===== config.mk =====
export PLATFORM = sky130hd
export DESIGN_NAME = json_string_unescape_utf8_top
export DESIGN_NICKNAME = d
export VERILOG_FILES = /design/src/sv/jsu_pkg.sv /design/src/sv/jsu_front.sv /design/src/sv/jsu_queue.sv /design/src/sv/jsu_back.sv /design/src/sv/json_string_unescape_utf8_top.sv
export SDC_FILE = /design/constraint.sdc
export NUM_CORES = 1
export LEC_CHECK = 0
export BUFFER_PORTS_ARGS = -buffer_cell sky130_fd_sc_hd__buf_2
export CAP_MARGIN = 20
export CORE_AREA = 2 2 144 146
export DETAILED_ROUTE_END_ITERATION = 6
export DIE_AREA = 0 0 146 148
export PLACE_DENSITY = 0.77
export SYNTH_ARGS = -nofsm -noshare
export SYNTH_HDL_FRONTEND = slang
export SYNTH_HIERARCHICAL = 1
export SYNTH_SLANG_ARGS = --single-unit

===== constraint.sdc =====
create_clock -name clk -period 12.5 [get_ports clk]
set_input_delay 2.5 -clock clk [delete_from_list [all_inputs] [get_ports clk]]
set_output_delay 2.5 -clock clk [all_outputs]
set_load 0.02 [all_outputs]

===== src/sv/jsu_pkg.sv =====
package jsu_pkg;

    // Decoder mode codes; the other two codes of the field act as normal
    typedef enum logic [2:0] {
        MODE_NORMAL = 3'd0,
        MODE_ESCAPE = 3'd1,
        MODE_HEX1   = 3'd2,
        MODE_HEX2   = 3'd3,
        MODE_HEX3   = 3'd4,
        MODE_HEX4   = 3'd5
    } mode_t;

    // Input beat
    typedef struct packed {
        logic [7:0] in_byte;
        logic       in_last;
    } in_t;

    // Result beat
    typedef struct packed {
        logic [7:0]  out_data;
        logic        out_end;
        logic        out_error;
        logic [15:0] out_length;
    } out_t;

    // All results caused by one input byte: up to three data bytes, then
    // an optional terminator
    typedef struct packed {
        logic [2:0][7:0] data;
        logic [1:0]      ndata;
        logic            term;
        logic            err;
        logic [15:0]     length;
    } pkt_t;

    // Packet queue between the decoder and the serializer
    localparam int QDEPTH = 4;
    localparam int QPTR_W = $clog2(QDEPTH);

endpackage


===== src/sv/jsu_front.sv =====
module jsu_front
    import jsu_pkg::*;
#(
    parameter int LENGTH_BITS = 16
)
(
    input  logic clk,
    input  logic rst_n,
    input  logic accept,
    input  in_t  din,
    output logic pkt_push,
    output pkt_t pkt
);

    localparam int CW = (LENGTH_BITS >= 16) ? 16 : LENGTH_BITS;
    localparam logic [CW+1:0] LIMIT = {2'b00, {CW{1'b1}}};

    mode_t          mode_reg, mode_next;
    logic [11:0]    hex_reg, hex_next;
    logic [CW-1:0]  count_reg, count_next;
    logic           err_reg, err_next;
    logic           stop_reg, stop_next;

    logic [2:0][7:0] data;
    logic [1:0]      nd;
    logic [3:0]      digit;
    logic            digit_ok;
    logic [15:0]     cp;
    logic [CW+1:0]   sum, sum_sat, len_sum, len_sat;
    logic            term;

    // Hex digit of either case
    always_comb
    begin
        digit_ok = 1'b1;
        digit    = 4'd0;
        if (din.in_byte >= "0" && din.in_byte <= "9")
        begin
            digit = 4'(din.in_byte - 8'h30);
        end
        else if (din.in_byte >= "A" && din.in_byte <= "F")
        begin
            digit = 4'(din.in_byte - 8'h37);
        end
        else if (din.in_byte >= "a" && din.in_byte <= "f")
        begin
            digit = 4'(din.in_byte - 8'h57);
        end
        else
        begin
            digit_ok = 1'b0;
        end
    end

    assign cp = {hex_reg, digit};

    // Decode one byte
    always_comb
    begin
        mode_next = mode_reg;
        hex_next  = hex_reg;
        err_next  = err_reg;
        stop_next = stop_reg;
        data      = '0;
        nd        = 2'd0;
        if (!stop_reg)
        begin
            unique case (mode_reg)
                MODE_ESCAPE:
                begin
                    mode_next = MODE_NORMAL;
                    nd        = 2'd1;
                    unique case (din.in_byte)
                        "\"", "\\", "/": data[0] = din.in_byte;
                        "b": data[0] = 8'h08;
                        "f": data[0] = 8'h0C;
                        "n": data[0] = 8'h0A;
                        "r": data[0] = 8'h0D;
                        "t": data[0] = 8'h09;
                        "u":
                        begin
                            nd        = 2'd0;
                            mode_next = MODE_HEX1;
                            hex_next  = '0;
                        end
                        default:
                        begin
                            nd        = 2'd0;
                            err_next  = 1'b1;
                            stop_next = 1'b1;
                        end
                    endcase
                end
                MODE_HEX1, MODE_HEX2, MODE_HEX3, MODE_HEX4:
                begin
                    if (!digit_ok)
                    begin
                        err_next  = 1'b1;
                        stop_next = 1'b1;
                        mode_next = MODE_NORMAL;
                    end
                    else if (mode_reg != MODE_HEX4)
                    begin
                        hex_next = {hex_reg[7:0], digit};
                        unique case (mode_reg)
                            MODE_HEX1: mode_next = MODE_HEX2;
                            MODE_HEX2: mode_next = MODE_HEX3;
                            default:   mode_next = MODE_HEX4;
                        endcase
                    end
                    else
                    begin
                        mode_next = MODE_NORMAL;
                        hex_next  = '0;
                        // UTF-8 encode, one to three bytes
                        if (cp < 16'h0080)
                        begin
                            nd      = 2'd1;
                            data[0] = cp[7:0];
                        end
                        else if (cp < 16'h0800)
                        begin
                            nd      = 2'd2;
                            data[0] = 8'hC0 | {3'b000, cp[10:6]};
                            data[1] = 8'h80 | {2'b00, cp[5:0]};
                        end
                        else
                        begin
                            nd      = 2'd3;
                            data[0] = 8'hE0 | {4'h0, cp[15:12]};
                            data[1] = 8'h80 | {2'b00, cp[11:6]};
                            data[2] = 8'h80 | {2'b00, cp[5:0]};
                        end
                    end
                end
                default:
                begin
                    mode_next = MODE_NORMAL;
                    if (din.in_byte == 8'h00)
                    begin
                        stop_next = 1'b1;
                    end
                    else if (din.in_byte == "\\")
                    begin
                        mode_next = MODE_ESCAPE;
                    end
                    else
                    begin
                        nd      = 2'd1;
                        data[0] = din.in_byte;
                    end
                end
            endcase
        end
        // Unfinished escape at the end of the string
        term = din.in_last;
        if (term && !stop_next && mode_next != MODE_NORMAL)
        begin
            err_next = 1'b1;
        end
    end

    // Saturating length count
    always_comb
    begin
        sum     = {2'b00, count_reg} + {{CW{1'b0}}, nd};
        sum_sat = (sum > LIMIT) ? LIMIT : sum;
        len_sum = sum_sat + {{(CW+1){1'b0}}, 1'b1};
        len_sat = (len_sum > LIMIT) ? LIMIT : len_sum;
    end

    assign count_next = sum_sat[CW-1:0];

    // Packet for the queue
    always_comb
    begin
        pkt.data   = data;
        pkt.ndata  = nd;
        pkt.term   = term;
        pkt.err    = err_next;
        pkt.length = 16'(len_sat[CW-1:0]);
    end

    assign pkt_push = accept && (term || nd != 2'd0);

    // Per-string state; cleared after the terminator
    always_ff @(posedge clk or negedge rst_n)
    begin
        if (!rst_n)
        begin
            mode_reg  <= MODE_NORMAL;
            hex_reg   <= '0;
            count_reg <= '0;
            err_reg   <= 1'b0;
            stop_reg  <= 1'b0;
        end
        else if (accept)
        begin
            if (term)
            begin
                mode_reg  <= MODE_NORMAL;
                hex_reg   <= '0;
                count_reg <= '0;
                err_reg   <= 1'b0;
                stop_reg  <= 1'b0;
            end
            else
            begin
                mode_reg  <= mode_next;
                hex_reg   <= hex_next;
                count_reg <= count_next;
                err_reg   <= err_next;
                stop_reg  <= stop_next;
            end
        end
    end

endmodule


===== src/sv/jsu_queue.sv =====
module jsu_queue
    import jsu_pkg::*;
(
    input  logic clk,
    input  logic rst_n,
    input  logic push,
    input  pkt_t wdata,
    input  logic pop,
    output logic full,
    output logic valid,
    output pkt_t rdata
);

    pkt_t              slot_reg [QDEPTH];
    logic [QPTR_W-1:0] wptr_reg, rptr_reg;
    logic [QPTR_W:0]   cnt_reg;

    assign full  = (cnt_reg == (QPTR_W+1)'(QDEPTH));
    assign valid = (cnt_reg != '0);
    assign rdata = slot_reg[rptr_reg];

    // Storage
    always_ff @(posedge clk)
    begin
        if (push)
        begin
            slot_reg[wptr_reg] <= wdata;
        end
    end

    // Pointers and fill count
    always_ff @(posedge clk or negedge rst_n)
    begin
        if (!rst_n)
        begin
            wptr_reg <= '0;
            rptr_reg <= '0;
            cnt_reg  <= '0;
        end
        else
        begin
            if (push)
            begin
                wptr_reg <= wptr_reg + 1'b1;
            end
            if (pop)
            begin
                rptr_reg <= rptr_reg + 1'b1;
            end
            if (push && !pop)
            begin
                cnt_reg <= cnt_reg + 1'b1;
            end
            else if (pop && !push)
            begin
                cnt_reg <= cnt_reg - 1'b1;
            end
        end
    end

endmodule


===== src/sv/jsu_back.sv =====
module jsu_back
    import jsu_pkg::*;
(
    input  logic clk,
    input  logic rst_n,
    input  logic pkt_valid,
    input  pkt_t pkt,
    output logic pkt_pop,
    input  logic pop,
    output logic empty,
    output out_t dout
);

    logic [1:0] sel_reg;
    out_t       out_reg;
    logic       ovalid_reg;
    logic       load;
    logic [2:0] beats;
    logic       last_beat;
    out_t       beat;

    assign beats     = {1'b0, pkt.ndata} + {2'b00, pkt.term};
    assign last_beat = ({1'b0, sel_reg} + 3'd1) == beats;
    assign load      = pkt_valid && (!ovalid_reg || pop);
    assign pkt_pop   = load && last_beat;

    // Pick the current beat of the head packet
    always_comb
    begin
        beat = '0;
        if (sel_reg < pkt.ndata)
        begin
            beat.out_data = pkt.data[sel_reg];
        end
        else
        begin
            beat.out_end    = 1'b1;
            beat.out_error  = pkt.err;
            beat.out_length = pkt.length;
        end
    end

    // Output register
    always_ff @(posedge clk)
    begin
        if (load)
        begin
            out_reg <= beat;
        end
    end

    always_ff @(posedge clk or negedge rst_n)
    begin
        if (!rst_n)
        begin
            ovalid_reg <= 1'b0;
            sel_reg    <= '0;
        end
        else
        begin
            if (load)
            begin
                ovalid_reg <= 1'b1;
                sel_reg    <= last_beat ? 2'd0 : sel_reg + 2'd1;
            end
            else if (pop)
            begin
                ovalid_reg <= 1'b0;
            end
        end
    end

    assign empty = !ovalid_reg;
    assign dout  = out_reg;

endmodule


===== src/sv/json_string_unescape_utf8_top.sv =====
// A byte's results pass through the packet queue and then the output register.
// Throughput: one input byte per cycle while full is low; results leave at one beat per cycle while pop is held.
// A \u escape gives up to three bytes, plus a terminator on the last byte;
// the four-packet queue absorbs those bursts and raises full when it fills.
// Reset (rst_n low, asynchronous) clears the decoder state, queue pointers and output valid flag.
module json_string_unescape_utf8_top
    import jsu_pkg::*;
#(
    parameter int LENGTH_BITS = 16
)
(
    input  logic clk,
    input  logic rst_n,
    input  logic push,
    output logic full,
    input  in_t  din,
    output logic empty,
    input  logic pop,
    output out_t dout
);

    logic accept;
    logic q_push;
    logic q_pop;
    logic q_valid;
    pkt_t f_pkt;
    pkt_t q_pkt;

    assign accept = push && !full;

    jsu_front #(
        .LENGTH_BITS (LENGTH_BITS)
    ) u_front (
        .clk      (clk),
        .rst_n    (rst_n),
        .accept   (accept),
        .din      (din),
        .pkt_push (q_push),
        .pkt      (f_pkt)
    );

    jsu_queue u_queue (
        .clk   (clk),
        .rst_n (rst_n),
        .push  (q_push),
        .wdata (f_pkt),
        .pop   (q_pop),
        .full  (full),
        .valid (q_valid),
        .rdata (q_pkt)
    );

    jsu_back u_back (
        .clk       (clk),
        .rst_n     (rst_n),
        .pkt_valid (q_valid),
        .pkt       (q_pkt),
        .pkt_pop   (q_pop),
        .pop       (pop),
        .empty     (empty),
        .dout      (dout)
    );

`ifndef SYNTH
    // Every queued packet carries at least one beat
    a_pkt_nonempty: assert property (@(posedge clk) disable iff (!rst_n)
        q_push |-> (f_pkt.ndata != 2'd0 || f_pkt.term))
        else $error("empty packet pushed");

    // Serializer only releases a packet that is present
    a_pop_valid: assert property (@(posedge clk) disable iff (!rst_n)
        q_pop |-> q_valid)
        else $error("packet queue underflow");

    // Terminator beats carry zero data, data beats carry no status
    a_term_fields: assert property (@(posedge clk) disable iff (!rst_n)
        !empty |-> (dout.out_end ? (dout.out_data == 8'h00 && dout.out_length != 16'h0)
                                 : (!dout.out_error && dout.out_length == 16'h0)))
        else $error("bad result beat fields");
`endif

endmodule


==> results of run 1 <==
## routing by layer
metal	GRT usage, %	share of wire, %
met4	5.92	1.9
met2	36.4	46
met3	3.58	7.4
met5	0	0
met1	34.1	44
## through the flow
| step | std cells | hold WS, ns |
|---|---|---|
| 5_1_grt | 1170 | 0.493 |
| 2_1_floorplan | 857 | 0.449 |
| 3_3_place_gp | 1124 | 0.467 |
| 4_1_cts | 1168 | 0.481 |
| 6_report | 1170 | 0.484 |
| 3_5_place_dp | 1124 | 0.473 |
## layout by cell type (no fill, tap or decap), types with 18 or more instances in the layout
master / netlist / routed
a21oi_1: 52 / 52
and2_1: 25 / 21
buf_2: 17 / 40
clkbuf_16: 0 / 25
dfrtp_1: 43 / 41
edfxtp_1: 202 / 202
inv_1: 40 / 40
mux2i_1: 21 / 21
mux4_2: 38 / 38
nand2_1: 57 / 57
nand3_1: 18 / 18
nor2_1: 37 / 37
o21ai_0: 21 / 21
## kinds of logic (layout without fill, tap and decap cells)
| family | after synthesis | after routing | synth area share [%] |
|---|---|---|---|
| DFF | 245 | 245 | 60.2 |
| and+or+nand+nor | 241 | 241 | 11.5 |
| AOI/OAI and AO/OA | 159 | 159 | 8.93 |
| buffers and inverters | 91 | 134 | 4.00 |
| muxes | 80 | 80 | 11.7 |
| xor gates and xnor gates | 21 | 21 | 1.61 |
| adders and majority gates | 18 | 18 | 2.03 |
| other | 1 | 2 | 0.0316 |
## power groups by stage
stage / logic [mW] / clock network [mW] / registers [mW]
6_report: 0.876 / 0.751 / 1.24
2_1_floorplan: 0.651 / 0 / 1.26
5_1_grt: 0.962 / 0.794 / 1.25
4_1_cts: 0.878 / 0.765 / 1.24
3_3_place_gp: 0.845 / 0 / 1.24
3_5_place_dp: 0.867 / 0 / 1.25
## worst min path at each step
stage / endpoint / depth (start not counted)
6_report: u_queue/cnt_reg[2] / 1
5_1_grt: u_queue/cnt_reg[2] / 1
4_1_cts: u_queue/cnt_reg[2] / 1
3_5_place_dp: u_queue/cnt_reg[2] / 1
3_3_place_gp: u_queue/cnt_reg[2] / 1
2_1_floorplan: u_queue/cnt_reg[2] / 1
## worst reg2reg max path, stage by stage (launching register included)
cell	delay [ns]
dfrtp_1	0.39
or4_1	0.59
nor2_1	0.53
a21oi_1	0.16
o32a_1	0.42
ha_1	0.30
fa_1	0.56
nand4_1	0.21
nor4_4	0.10
nor3_1	0.67
nor4_1	0.14
buf_4	0.21
and3_1	0.14
or4_1	0.59
## cell type report
class,instances,area share (%)
flip-flops and latches,245,54.8
multi-input cells,521,32.7
clock buffers,29,4.99
well taps,270,2.59
repair buffers,50,2.36
clock inverters,15,1.39
inverters,40,1.15
==> impl_metrics.toml, run 1 <==
[global_routing]
grt_use_total_pct = 23.0
gr-total-overflow = 0
grt_pass1_vias = 7217
grt_pass1_wl_mm = 39.3
antenna_found_initial = 0
grt_max_degree = 45

[routing]
ant_nets = 0
drc = 0
drt_iter0_drc = 764
routed_via_density = 6.27
routedWlPerCell_um = 21.1
finalWirelength_mm = 24.7
via_count = 7340
dr.pass1.iters = 5

[worst_setup_path]
cp-endpoint = "u_queue/slot_reg[1][9]"
cp_common_cell = "ha_1"
crit_type = "input pin to register"
cp.depth = 17
worst_ep_required_time_ns = 12.73
r2r-start = "u_front/hex_reg[10]"
endpoint_kind = "register"
cp_max_fo = 13
startpoint = "din[1]"
crit_arrival_ns = 7.92
startpoint_type = "input pin"
cp_num_buf_inv = 3
slowest_delay_ns = 0.85
crit_family = "simple AND/OR/NAND/NOR gates"
r2r_end = "u_queue/slot_reg[1][9]"
crit_chain = "buf_2 -> inv_1 -> ha_1 -> and4b_1 -> and2_1 -> a2111oi_1 -> nor2_1 -> o32a_1 -> ha_1 -> fa_1 -> nand4_1 -> nor4_4 -> nor3_1 -> nor4_1 -> buf_4 -> and3_1 -> or4_1"
slowest_stage = "a2111oi_1"
reg2reg_depth = 13
rrSetupSlack_ns = 7.21

[flow_run]
max-cap-violations = 0

[clocking]
cts_buffer_depth = 3
htreeDepth = 1
cts_tree = "built"
clkLatencyLatePin_ns = 0.51
post_cts_resized = 0
cts_setup_buffers = 0
clk_pin_slew_ns = 0.06
holdBufCountCts = 0
numCtsBuffers = 24
cts.sinks = 245
root_buffer = "clkbuf_16"

[placement]
post_dp_cell_area_mm2 = 0.0121
dpl_worst_slack_ns = 4.40
hpwl_mm = 15.3
place_congestion = 0.916
port_buffers = 40

[synthesis]
synth_area_leaders = "edfxtp_1, dfrtp_1, mux4_2, a21oi_1, nand2_1"
syn_inst = 856
synth-main-ff-cell = "edfxtp_1"
netlist.area_leader.share_pct = 51.1
synth_seq_area_share_pct = 60.2
syn_area_per_cell_um2 = 13.9
async_flop_share_pct = 17.6
synth_cell_types = 85
synth_most_common_cell = "edfxtp_1"
synth_seq_cells = 245
ys_top_cells_by_count = "edfxtp_1, nand2_1, a21oi_1"
yosysWarnings = 6
synth_edf_count = 202
syn-cell-area_mm2 = 0.0119
synth_top_cell_by_area = "edfxtp_1"

[finish]
antennaDiodeCount = 0
syn_to_final_growth_pct = 9.82
final_layout_size_suffix_gt1_share_pct = 18.8
finalNetCount = 913
multi_input_area_mm2 = 0.00426
largest_reg_flops = 176
seq_area_mm2 = 0.00714
utilization_pct = 65.0
design_area_mm2 = 0.0130
fill_cells = 1479

[power]
p_total_mw = 2.87
vdd_drop_max_mv = 0.101
netSwitchingFraction_pct = 31.2
power.leakage_nw = 4.86
p_comb_share_pct = 30.6
p_switching_mw = 0.895
p_per_area_mw_per_mm2 = 220
clkPwrFrac_pct = 26.2
seq_power_share_pct = 43.2
p_int_mw = 1.97

[die]
start_util_pct = 59.2
dieArea_mm2 = 0.0216
die_w_um = 146
placementRows = 52
fp.dieH_um = 148
coreArea_mm2 = 0.0200
io-pin-count = 41

[sta]
worst_pin_slew_ns = 0.946
achievable-frequency_mhz = 130
grt_setup_unrepaired = "no"
finalSetupViolations = 0
hold_violations = 0
finalSetupTns_ns = 0
finalClockSkew_ns = 0.0126
finalWorstSetupSlack_ns = 4.81
relSlewSlack_pct = 36.7
finalCritPeriodShare_pct = 61.5
fin_crit_ns = 7.69
finalMaxSlewViolations = 0

[worst_hold_path]
min_path_type = "register to register"
min-delay-start = "u_queue/cnt_reg[2]"

[status]
status = "completed"
(Power assumes the default switching activity.)
==> run 2, diff against run 1 <==
Settings changed: CORE_AREA 2 2 144 146 to 2 2 149 151, DIE_AREA 0 0 146 148 to 0 0 151 153, PLACE_DENSITY 0.77 to 0.75.
Clock period 12.5 ns to 6.6 ns, I/O delays scaled along.
==> run 2 against run 1 <==
- clock power grew 70%
- non-clock buffer count up 8
- register-to-register slack worse by 5.8 ns
- critical path type unchanged
- sequential cell count stayed put
- sequential power is 92% higher
- worst setup slack worse by 4.2 ns
- clock skew is 0.0012 ns lower
- global-route usage fell by 1.5 points
- largest power group unchanged
- via count fell by 0.93%
- first-iteration DRC count is 13% higher
- power rose by 83%
==> impl_metrics.toml, run 2 (synthesized netlist as in run 1, its figures left out) <==
[finish]
seq_area_mm2 = 0.00714
final_cell_mix = "edfxtp_1, nand2_1, a21oi_1"
syn_to_final_growth_pct = 9.47
finalNetCount = 921
largest_reg_flops = 176
mostFrequentLayoutCell = "edfxtp_1"
fill_cells = 1648
final_layout_size_suffix_gt1_share_pct = 19.0
antennaDiodeCount = 0
multi_input_area_mm2 = 0.00426

[clocking]
clkLatencyLatePin_ns = 0.50
cts_setup_buffers = 0
root_buffer = "clkbuf_16"
numCtsBuffers = 24
holdBufCountCts = 0
cts.sinks = 245
cts_tree = "built"
clk_pin_slew_ns = 0.06
htreeDepth = 1
cts_buffer_depth = 3
post_cts_resized = 0

[global_routing]
grt_pass1_wl_mm = 39.1
antenna_found_initial = 0
grt_pass1_vias = 7117
gr-total-overflow = 0
grt_max_degree = 45
grt_use_total_pct = 21.5

[routing]
dr.pass1.iters = 5
via_count = 7272
ant_nets = 0
finalWirelength_mm = 24.1
drt_iter0_drc = 865
routed_via_density = 6.13
routedWlPerCell_um = 20.3
drc = 0

[sta]
finalWorstSetupSlack_ns = 0.599
finalClockSkew_ns = 0.0114
achievable-frequency_mhz = 167
worst_pin_slew_ns = 1.04
grt_setup_unrepaired = "no"
relSlewSlack_pct = 30.7
finalMaxSlewViolations = 0
fin_crit_ns = 6.00
finalCritPeriodShare_pct = 90.9
finalSetupTns_ns = 0
finalSetupViolations = 0
hold_violations = 0

[power]
vdd_drop_max_mv = 0.233
p_total_mw = 5.25
power.leakage_nw = 4.85
p_per_area_mw_per_mm2 = 404

[worst_setup_path]
startpoint_type = "input pin"
endpoint_kind = "register"
crit_type = "input pin to register"
worst_ep_required_time_ns = 6.88
cp_max_fo = 10
rrSetupSlack_ns = 1.44
crit_arrival_ns = 6.29

[die]
fp.dieH_um = 153
start_util_pct = 55.2
placementRows = 54
dieArea_mm2 = 0.0231
io-pin-count = 41
coreArea_mm2 = 0.0215
die_w_um = 151

[status]
status = "completed"

[flow_run]
max-cap-violations = 0

[placement]
dpl_worst_slack_ns = 0.213
place_congestion = 0.886
hpwl_mm = 15.6
port_buffers = 40

[worst_hold_path]
min_path_type = "register to register"
-- run 2: worst max-delay path, cell delays in order --
cell	delay (ns)
buf_2	0.17
inv_1	0.10
ha_1	0.28
and4b_1	0.25
and2_1	0.17
a2111oi_1	0.44
buf_4	0.21
nor2_1	0.06
o32a_1	0.43
ha_1	0.31
fa_1	0.56
a211o_1	0.36
a31oi_1	0.18
a211oi_1	0.07
buf_4	0.17
o41ai_4	0.55
nand3_1	0.37
o21ai_0	0.26
-- run 2: path summary, 6_finish.rpt --
| kind | startpoint | end | cells after the start |
|---|---|---|---|
| min in group asynchronous | rst_n | u_front/count_reg[14] | 1 |
| worst min-delay path | u_queue/cnt_reg[2] | u_queue/cnt_reg[2] | 1 |
| worst max-delay path | din[1] | u_queue/slot_reg[0][3] | 18 |
| worst max register to register | u_front/hex_reg[10] | u_queue/slot_reg[0][3] | 13 |
| worst min register to register | u_queue/cnt_reg[2] | u_queue/cnt_reg[2] | 1 |
| max in group asynchronous | rst_n | u_queue/rptr_reg[0] | 2 |
-- run 2: final cells by class --
| cell class | count | share of cell area (%) |
|---|---|---|
| Sequential cell | 245 | 55.0 |
| Multi-Input combinational cell | 521 | 32.8 |
| Clock buffer | 29 | 4.93 |
| Tap cell | 280 | 2.70 |
| Timing Repair Buffer | 58 | 2.68 |
| Inverter | 40 | 1.16 |
| Clock inverter | 14 | 0.752 |
-- run 2: power breakdown --
part / leakage [nW] / switching [mW] / internal (mW)
Sequential: 2.49 / 0.207 / 2.17
Combinational: 2.00 / 0.904 / 0.687
Clock: 0.361 / 0.546 / 0.730
-- run 2: through the flow --
stage	hold WS, ns	cells	cell area [um^2]	util, %
6_report	0.485	1187	13000	60.4
5_1_grt	0.518	1187	13000	60.4
4_1_cts	0.484	1186	13000	60.3
3_5_place_dp	0.473	1143	12200	56.9
3_3_place_gp	0.464	1143	12200	56.9
2_1_floorplan	0.449	857	11900	-
-- run 2: metal layers --
metal / vias to the layer above / share of wire [%] / global-route usage (%)
met4: 0 / 0.92 / 3.56
met5: - / 0 / 0
met3: 20 / 6.4 / 2.84
met2: 265 / 46 / 33.0
li1: 3365 / - / -
met1: 3622 / 47 / 33.8
